==> src/rtl/dci_pkg.sv <==
`timescale 1ns / 1ps
`default_nettype none

package dci_pkg;

    localparam int DEF_TABLE_ENTRIES = 4096;
    localparam int CFG_W             = 13;
    localparam logic [CFG_W-1:0] RESET_MAX_ENTRIES = 13'd4096;

    // register index (byte address / 4)
    localparam logic REG_MAX_ENTRIES = 1'b0;

    // request kinds
    localparam logic [1:0] REQ_LOOKUP    = 2'd0;
    localparam logic [1:0] REQ_INS_BLOCK = 2'd1;
    localparam logic [1:0] REQ_INS_DEFER = 2'd2;
    localparam logic [1:0] REQ_IGNORE    = 2'd3;

    // result status
    localparam logic [2:0] STAT_ADDED   = 3'd0;
    localparam logic [2:0] STAT_DUP     = 3'd1;
    localparam logic [2:0] STAT_CAP     = 3'd2;
    localparam logic [2:0] STAT_IGNORED = 3'd3;
    localparam logic [2:0] STAT_LOOKUP  = 3'd4;

    typedef struct packed {
        logic [63:0] w3;
        logic [63:0] w2;
        logic [63:0] w1;
        logic [63:0] w0;
        logic [7:0]  calg;
        logic [7:0]  zalg;
        logic [24:0] lsize;
        logic [24:0] psize;
    } key_t;

    typedef struct packed {
        logic        valid;
        key_t        key;
        logic        deferred;
        logic [63:0] ref_val;
        logic [63:0] obj;
        logic [63:0] off;
    } entry_t;

    localparam int KEY_W   = $bits(key_t);
    localparam int ENTRY_W = $bits(entry_t);

endpackage

`default_nettype wire

==> src/rtl/dci_hash.sv <==
`timescale 1ns / 1ps
`default_nettype none

module dci_hash #(
    parameter int AW = 12
) (
    input  wire dci_pkg::key_t key,
    output logic [AW-1:0]      slot
);

    logic [dci_pkg::KEY_W-1:0] kbits;

    assign kbits = key;

    // fold every key bit onto the index with XOR
    always_comb
    begin
        slot = '0;
        for (int i = 0; i < dci_pkg::KEY_W; i++)
        begin
            slot[i % AW] = slot[i % AW] ^ kbits[i];
        end
    end

endmodule

`default_nettype wire

==> config.mk <==
export PLATFORM = sky130hd
export DESIGN_NAME = dci_hash
export DESIGN_NICKNAME = d
export VERILOG_FILES = /design/src/rtl/dci_pkg.sv /design/src/rtl/dci_hash.sv
export SDC_FILE = /design/constraint.sdc
export NUM_CORES = 1
export LEC_CHECK = 0
export BUFFER_PORTS_ARGS = -buffer_cell sky130_fd_sc_hd__buf_2
export CAP_MARGIN = 40
export CORE_AREA = 2 2 131 133
export DETAILED_ROUTE_END_ITERATION = 10
export DIE_AREA = 0 0 133 135
export PLACE_DENSITY_LB_ADDON = 0.15
export SLEW_MARGIN = 40
export SYNTH_ARGS = -nofsm -noshare
export SYNTH_HDL_FRONTEND = slang
export SYNTH_SLANG_ARGS = --single-unit
==> constraint.sdc <==
create_clock -name vclk -period 1.8
set_input_delay 0.18 -clock vclk [all_inputs]
set_output_delay 0.18 -clock vclk [all_outputs]
set_load 0.005 [all_outputs]
==> results by group, run 1 <==
Status
  – Outcome: complete, no violations

Floorplanning
  – Top Ports: 334
  – Core region area: between 15,000 and 20,000 um^2
  – Die area: roughly 18,000 um^2
  – Initial Util: 18.0%
  – DIE HEIGHT: approximately 140 um
  – Die width: ~130 um
  – Row cnt: 47

Clocking
  – Resized cells post-CTS: 0
  – Setup Fix Bufs, Post-CTS: 0
  – Post-CTS Hold Buffers: 0

Setup path
  – CP required: between 1500 and 2000 ps
  – Maximum fanout along the worst path: 1
  – Slowest CP cell: xnor3_1
  – Crit path DAT: approximately 1400 ps
  – Setup crit end kind: output port
  – Cell Chain, Critical Path: buf_2 -> xnor2_1 -> xnor2_1 -> xnor3_1 -> xnor3_1 -> buf_2
  – Max stage delay on crit path: 440 ps
  – CP Class: input pin to output port
  – Buf/Inv on CP: 2
  – CP startpoint kind: input pin
  – Crit-path leading delay family: XOR/XNOR gates

Route
  – Vias: slightly below 3,000
  – Top sig layer: met4
  – Residual DRC count: 0
  – DRT Wirelength: 8.15 mm
  – Via-to-Cell Ratio: roughly 3.5
  – Routed length on met3: 719 um
  – DR iter-0 viols: 12
  – Routed wl met2: between 4 and 5 mm
  – Avg WL per Cell: 9.70 um
  – Routed Antenna Nets: 0
  – Met1 WL: around 2.5 mm
  – DR pass1 iterations: 4

Finish
  – Layout Cells excl Fill: 840
  – Seq_cells: 0
  – Register area: 0 um^2
  – Layout cells sized above 1: a little under three fifths
  – Final Cell Area: between 4000 and 5000 um^2
  – Fin nets: about 940
  – Synth-to-layout area growth: 65.9%
  – Final design utilization: 29.9%
  – Ant. Diodes: 0
  – Clock buffers: 0

Logic synthesis
  – Commonest cells in the synthesized netlist: xnor2_1 (224), xnor3_1 (24), xor2_1 (22)
  – Avg Inst Size Synth: roughly 10 um^2
  – Mapped Nets: 608
  – Post-Syn Area: 2960 um^2
  – Most frequent cell after synthesis: xnor2_1
  – Ranking of synthesized cells by area: xnor2_1 (66%), xnor3_1 (18%), xnor2_2 (8.8%)
  – Sequential area share after synthesis: 0%
  – Yosys top cell by area: xnor2_1
  – Share of the synthesized area in the top cell type: about two thirds
  – Cell count after synthesis: approximately 290
  – YS warnings: 0
  – Synth cell types: 4

Pwr
  – PD cells: just under 600 nW/um^2
  – Pwr Total: ~2.9 mW
  – Leak: between 2 and 2.5 nW
  – Maximum vdd drop: between 0.0003 and 0.0004 V

Global route
  – Total GRT Usage: between 8 and 9%
  – Grt total ovfl: 0
  – First-pass GRT wire length: ~13 mm
  – Largest net degree at the start of global routing: 2
  – Antenna violations before repair: 0
  – Vias in the first global route: 3,156

Min path
  – Worst Hold Endpoint: slot[1]
  – Hold Path Depth: 5
  – Hold_sp: key[169]
  – Hold Crit Class: input pin to output port

Timing
  – RSZ-0062 raised after global routing: false
  – Setup TNS: 0 ps
  – Worst-Margin Slew: roughly 280 ps
  – Final setup vio count: 0
  – Final Hold Vio Count: 0
  – Final slew viol count: 0
  – Fmax: between 0.6 and 0.7 GHz
  – Final period util: 88.3%
  – Slew headroom: 81.3%
  – Final worst path period need: approximately 1600 ps

Placement
  – Routability cong.: 0.783
  – Detailed placement HPWL: between 7 and 8 mm
  – Placed instance count: 840
  – PortBufs: around 330
  – Placed Instance Area: roughly 4900 um^2

Flow run
  – Max Cap Viol: 0
final cells by class:
cell class | count | area (um^2)
fillers | 1782 | 11500
well taps | 220 | 275
repair buffers | 334 | 1670
multi-input cells | 286 | 2960
stage by stage:
stage	setup WS [ps]	hold slack [ps]
floorplan	536	732
global placement	172	942
detailed placement	170	945
CTS	164	946
global route	81.6	987
finish	211	929
cells in the final DEF, fill, tap and decap left out:
master   netlist  layout
xor2_1        22      22
xnor2_2       16      16
xnor2_1      224     224
xnor3_1       24      24
buf_2          0     334
kinds of logic (layout without fill, tap and decap cells):
logic type	after synthesis	in the layout	synth area share, %
xor+xnor	286	286	100
buf+inv	0	334	0
where the power goes:
group / internal [mW] / switching (mW)
combinational: 1.88 / 0.993
clock: 0 / 0
sequential: 0 / 0
total: 1.88 / 0.993
tightest hold or removal path, stage by stage:
cell,delay (ps)
buf_2,80
xnor2_1,110
xnor3_1,140
xnor3_1,120
buf_2,110
how the worst max path moves through the flow:
stage                         from  endpoint  slack, ps  cells after the start
final                     key[298]  slot[10]        210                      6
after CTS                  key[40]   slot[4]        160                      6
after global routing      key[258]   slot[6]         80                      6
after global placement     key[16]   slot[4]        170                      6
after floorplan           key[251]  slot[11]        540                      4
after detailed placement   key[40]   slot[4]        170                      6
routing by layer:
metal / GRT usage, % / vias to the layer above
li1: - / 1550
met1: 7.89 / 1214
met2: 18.7 / 156
met3: 0.826 / 2
met4: 0.538 / 0
met5: 0 / -
(Power assumes the default switching activity.)
==> inputs of run 2 (changes only) <==
==> constraint.sdc (replaced) <==
create_clock -name vclk -period 1.8
set_input_delay 0.18 -clock vclk [all_inputs]
set_output_delay 0.18 -clock vclk [all_outputs]
set_load 0.1 [all_outputs]
==> run 2 against run 1 <==
First-iteration DRC count shrank 8.3%. Non-clock buffer count is the same. Cell count stayed put. Worst setup slack worse by 120 ps. Hold slack improved by 120 ps. Sequential share of layout area did not move.
==> results by group, run 2 (same netlist as run 1, synthesis figures left out) <==
Floorplanning
  – DIE HEIGHT: 135 um (unchanged)
  – Core region area: 16,400 um^2 (unchanged)
  – Initial Util: 18.0% (unchanged)
  – Die area: 18,000 um^2 (unchanged)
  – Die width: 133 um (unchanged)
  – Top Ports: 334 (unchanged)
  – Row cnt: 47 (unchanged)

Timing
  – Final setup vio count: 0 (unchanged)
  – Fmax: 0.584 GHz (-7.2%)
  – Final Hold Vio Count: 0 (unchanged)
  – Slew headroom: 80.4% (-0.81 points)
  – RSZ-0062 raised after global routing: false
  – Final worst path period need: 1710 ps (+124 ps)
  – Setup TNS: 0 ps (unchanged)
  – Final slew viol count: 0 (unchanged)
  – Final period util: 95.2% (+6.9 points)
  – Worst-Margin Slew: 291 ps (+12.1 ps)

Finish
  – # fillers: 1,746 (-2.0%)
  – Synth-to-layout area growth: 72.5%
  – Clock buffers: 0 (unchanged)
  – Seq_cells: 0 (unchanged)
  – Register area: 0 um^2 (unchanged)
  – Most common cell after layout, fill and taps aside: buf_2
  – Layout cells sized above 1: 58.4% (+1.9 points)
  – Ant. Diodes: 0 (unchanged)
  – Final Cell Area: 5100 um^2 (+4.0%)
  – Most frequent cells in the layout: buf_2 (322), xnor2_1 (224), xor2_1 (22)
  – Fin nets: 944 (unchanged)

Setup path
  – CP Class: input pin to output port
  – Crit-path leading delay family: XOR/XNOR gates
  – Maximum fanout along the worst path: 1 (unchanged)
  – Buf/Inv on CP: 2 (unchanged)
  – Cell Chain, Critical Path: buf_2 -> xnor2_1 -> xnor2_1 -> xnor3_1 -> xnor3_2 -> buf_12
  – CP required: 1620 ps (about the same)
  – Setup crit end kind: output port
  – Crit-path most repeated cell: xnor2_1
  – CP startpoint kind: input pin
  – Crit path DAT: 1530 ps (+120 ps)
  – End of the critical path: slot[2]
  – Critical path depth: 6 (unchanged)
  – Setup crit start: key[254]
  – Slowest CP cell: xnor3_1
  – Max stage delay on crit path: 440 ps (about the same)

Route
  – DRT Wirelength: 8.48 mm (+4.1%)
  – Routed Antenna Nets: 0 (unchanged)
  – Residual DRC count: 0 (unchanged)
  – DR pass1 iterations: 2 (-2)
  – DR iter-0 viols: 11 (-1)
  – Avg WL per Cell: 10.1 um (+4.1%)
  – Vias: 2,958 (+1.2%)
  – Via-to-Cell Ratio: 3.52 (+1.2%)

Pwr
  – P_sw: 3.98 mW (+300%)
  – Maximum vdd drop: 0.00120 V (+270%)
  – Switching share of power: 55.9% (+21 points)
  – Logic pwr share: 100.0% (about the same)
  – Pint: 3.15 mW (+68%)
  – PD cells: 1400 nW/um^2 (+140%)
  – Leak: 2.43 nW (+2.7%)
  – Clock power frac: 0% (unchanged)
  – Share of power burned in registers: 0% (unchanged)

Clocking
  – Post-CTS Hold Buffers: 0 (unchanged)
  – Resized cells post-CTS: 0 (unchanged)
  – Setup Fix Bufs, Post-CTS: 0 (unchanged)

Status
  – Outcome: complete, no violations

Flow run
  – Max Cap Viol: 0 (unchanged)

Placement
  – Detailed placement HPWL: 8.16 mm (+4.0%)
  – Placed Instance Area: 5100 um^2 (+4.0%)
  – Routability cong.: 0.789 (+0.74%)
  – PortBufs: 334 (unchanged)

Min path
  – Hold Crit Class: input pin to output port

Global route
  – Total GRT Usage: 8.42% (+0.24 points)
  – Largest net degree at the start of global routing: 2 (unchanged)
  – Antenna violations before repair: 0 (unchanged)
  – Vias in the first global route: 3,146 (-0.32%)
  – Grt total ovfl: 0 (unchanged)
  – First-pass GRT wire length: 13.0 mm (+2.9%)
## run 2: area by class of cell
type / instances / area (um^2) / share of cell area, %
multi-input cells: 286 / 2970 / 58.3
repair buffers: 334 / 1850 / 36.3
well taps: 220 / 275 / 5.40
## run 2: power groups by stage
stage                     Clock (mW)  Combinational [mW]  Sequential [mW]
after CTS                          0                7.23                0
after detailed placement           0                7.20                0
final                              0                7.13                0
after global routing               0                7.39                0
after floorplan                    0                4.84                0
after global placement             0                7.19                0
## run 2: metal layers
metal | vias to the layer above | share of wire (%) | track usage [%]
met2 | 144 | 61 | 19.6
met3 | 6 | 8.2 | 1.09
met5 | - | 0 | 0
met1 | 1258 | 30 | 7.61
met4 | 0 | 0.86 | 0.836
li1 | 1550 | - | -
## run 2: how the worst min path moves through the flow
stage | startpoint | endpoint | slack, ps | cells past startpoint
2_1_floorplan | key[168] | slot[0] | 1070 | 3
3_3_place_gp | key[169] | slot[1] | 1060 | 5
3_5_place_dp | key[175] | slot[7] | 1060 | 5
4_1_cts | key[177] | slot[9] | 1060 | 5
5_1_grt | key[177] | slot[9] | 1090 | 5
6_report | key[177] | slot[9] | 1050 | 5
## run 2: stage by stage
step	utilization (%)	instances	setup WS (ps)	power [mW]	hold WS, ps
after CTS	31.1	840	62.8	7.23	1060
after floorplan	-	286	175	4.84	1070
after global placement	31.1	840	78.4	7.19	1060
final	31.1	840	87.2	7.13	1050
after global routing	31.1	840	2.43	7.39	1090
after detailed placement	31.1	840	80.9	7.20	1060
==> inputs of run 3 (changes only) <==
--- a/config.mk
+++ b/config.mk
@@ -5,11 +5,12 @@
 export SDC_FILE = /design/constraint.sdc
 export NUM_CORES = 1
 export LEC_CHECK = 0
-export BUFFER_PORTS_ARGS = -buffer_cell sky130_fd_sc_hd__buf_2
+export ABC_AREA = 1
+export BUFFER_PORTS_ARGS = -buffer_cell sky130_fd_sc_hd__buf_4
 export CAP_MARGIN = 40
-export CORE_AREA = 2 2 131 133
+export CORE_AREA = 2 2 129 131
 export DETAILED_ROUTE_END_ITERATION = 10
-export DIE_AREA = 0 0 133 135
+export DIE_AREA = 0 0 131 133
 export PLACE_DENSITY_LB_ADDON = 0.15
 export SLEW_MARGIN = 40
 export SYNTH_ARGS = -nofsm -noshare
==> run 3 against run 2 <==
Utilization is 14 points higher. Worst setup slack better by 59 ps. Total power down 47%. Wire length grew 47%. Via count increased by 85%. First-iteration DRC count grew to 7.1 times the previous value. Critical path type unchanged. Largest cell class unchanged.
==> results by group, run 3 <==
Status
  – Outcome: complete, no violations

Pwr
  – PD cells: 517 nW/um^2 (-63%)
  – Pint: 1.49 mW (-53%)
  – Share of power burned in registers: 0% (unchanged)
  – Leak: 4.47 nW (+84%)
  – Maximum vdd drop: 0.000419 V (-65%)
  – Clock power frac: 0% (unchanged)
  – Switching share of power: 60.9% (+5.0 points)
  – P_sw: 2.31 mW (-42%)
  – Logic pwr share: 100.0% (about the same)

Route
  – Avg WL per Cell: 8.94 um (-12%)
  – Routed Antenna Nets: 0 (unchanged)
  – Vias: 5,472 (+85%)
  – DR pass1 iterations: 4 (+2)
  – DRT Wirelength: 12.5 mm (+47%)
  – Residual DRC count: 0 (unchanged)
  – Via-to-Cell Ratio: 3.93 (+11%)
  – DR iter-0 viols: 78 (+67)

Setup path
  – CP required: 1620 ps (about the same)
  – Setup crit end kind: output port
  – Maximum fanout along the worst path: 2 (+1)
  – CP startpoint kind: input pin
  – CP Class: input pin to output port
  – Crit path DAT: 1470 ps (-60 ps)
  – Setup crit start: key[70]

Finish
  – Layout Cells excl Fill: 1,394 (+66%)
  – # fillers: 1,762 (+0.92%)
  – Layout cells sized above 1: 30.8% (-28 points)
  – Most common cell after layout, fill and taps aside: nand2_1
  – Clock buffers: 0 (unchanged)
  – Final design utilization: 45.5% (+14 points)
  – Final Cell Area: 7360 um^2 (+44%)
  – Seq_cells: 0 (unchanged)
  – Ant. Diodes: 0 (unchanged)
  – Register area: 0 um^2 (unchanged)
  – Fin nets: 1,498 (+59%)
  – Synth-to-layout area growth: 62.9%
  – Most frequent cells in the layout: nand2_1 (367), buf_4 (330), inv_1 (145)

Timing
  – Worst-Margin Slew: 297 ps (+6.05 ps)
  – Final worst path period need: 1650 ps (-58.8 ps)
  – RSZ-0062 raised after global routing: false
  – Setup TNS: 0 ps (unchanged)
  – Final Hold Vio Count: 0 (unchanged)
  – Slew headroom: 80.0% (-0.41 points)
  – Final slew viol count: 0 (unchanged)
  – Fmax: 0.605 GHz (+3.6%)
  – Final period util: 91.9% (-3.3 points)
  – Final setup vio count: 0 (unchanged)

Logic synthesis
  – Post-Syn Area: 4520 um^2 (+53%)
  – Ranking of synthesized cells by area: nand2_1 (30%), xnor2_1 (22%), xor2_1 (19%)
  – YS warnings: 0 (unchanged)
  – Most frequent cell after synthesis: nand2_1
  – Mapped Nets: 1,161 (+91%)
  – Avg Inst Size Synth: 5.38 um^2 (-48%)
  – Sequential area share after synthesis: 0% (unchanged)
  – Cell count after synthesis: 839 (+190%)
  – Share of the synthesized area in the top cell type: 30.5% (-36 points)
  – Yosys top cell by area: nand2_1
  – Commonest cells in the synthesized netlist: nand2_1 (367), inv_1 (145), xnor2_1 (111)
  – Synth cell types: 14 (+10)

Global route
  – Antenna violations before repair: 0 (unchanged)
  – Largest net degree at the start of global routing: 4 (+2)
  – Vias in the first global route: 4,778 (+52%)
  – Total GRT Usage: 13.1% (+4.7 points)
  – Grt total ovfl: 0 (unchanged)
  – First-pass GRT wire length: 19.2 mm (+47%)

Placement
  – Placed Instance Area: 7310 um^2 (+43%)
  – Detailed placement HPWL: 11.9 mm (+46%)
  – Routability cong.: 0.716 (-9.2%)
  – PortBufs: 334 (unchanged)
  – Placed instance count: 1,394 (+66%)

Floorplanning
  – DIE HEIGHT: 133 um (-1.5%)
  – Die area: 17,400 um^2 (-3.0%)
  – Die width: 131 um (-1.5%)
  – Initial Util: 27.9% (+9.9 points)
  – Row cnt: 47 (unchanged)
  – Top Ports: 334 (unchanged)
  – Core region area: 16,200 um^2 (-1.4%)

Flow run
  – Max Cap Viol: 0 (unchanged)

Min path
  – Hold_sp: key[273]
  – Hold Crit Class: input pin to output port
## run 3: final timing paths
kind / to / slack, ps / depth (start not counted)
worst max-delay path: slot[10] / 150 / 13
worst min-delay path: slot[9] / 890 / 5
## run 3: cell families (layout without fill, tap and decap cells)
kind of cell / Yosys count / in the layout / synth area share, %
simple gates: 467 / 467 / 42.7
buf+inv: 150 / 485 / 12.5
xor+xnor: 222 / 222 / 44.9
## run 3: layout make-up
cell class / count / area, um^2 / area share, %
multi-input combinational: 689 / 3980 / 54.0
timing repair buffer: 335 / 2540 / 34.6
inverter: 150 / 563 / 7.65
tap: 220 / 275 / 3.74
## run 3: per-stage QoR
step / setup slack (ps) / hold WS (ps) / power, mW
CTS: 59.5 / 896 / 3.77
global route: 4.19 / 943 / 4.17
finish: 146 / 891 / 3.80
floorplan: 57.2 / 993 / 2.64
global placement: 86.2 / 896 / 3.72
detailed placement: 66.0 / 897 / 3.76
## run 3: layer usage
layer	share of wire (%)	GRT usage, %	vias up	routed length [um]
li1	-	-	3107	-
met1	37	13.1	2186	4570
met2	54	28.0	175	6740
met3	8.7	2.59	4	1090
met4	0.43	0.473	0	54
met5	0	0	-	0
## run 3: repair_timing
| item | 4_1_cts | 5_1_grt |
|---|---|---|
| gates resized for setup | 0 | 10 |
| hold endpoints to repair | 0 | 0 |
| buffers inserted | 0 | 0 |
| endpoints found under the setup margin | 0 | 5 |
| hold buffers | 0 | 0 |
## run 3: critical path: stages
cell,delay (ps)
buf_4,110
xnor2_1,140
buf_4,150
xor2_1,140
nand2_1,70
nand2_1,90
inv_1,40
nand2_1,50
nand2_1,70
inv_1,60
nand2_1,40
nand2_1,50
buf_4,290
## run 3: power groups by stage
stage	logic, mW	registers, mW	clock network (mW)
6_report	3.80	0	0
2_1_floorplan	2.64	0	0
3_5_place_dp	3.76	0	0
5_1_grt	4.17	0	0
4_1_cts	3.77	0	0
3_3_place_gp	3.72	0	0
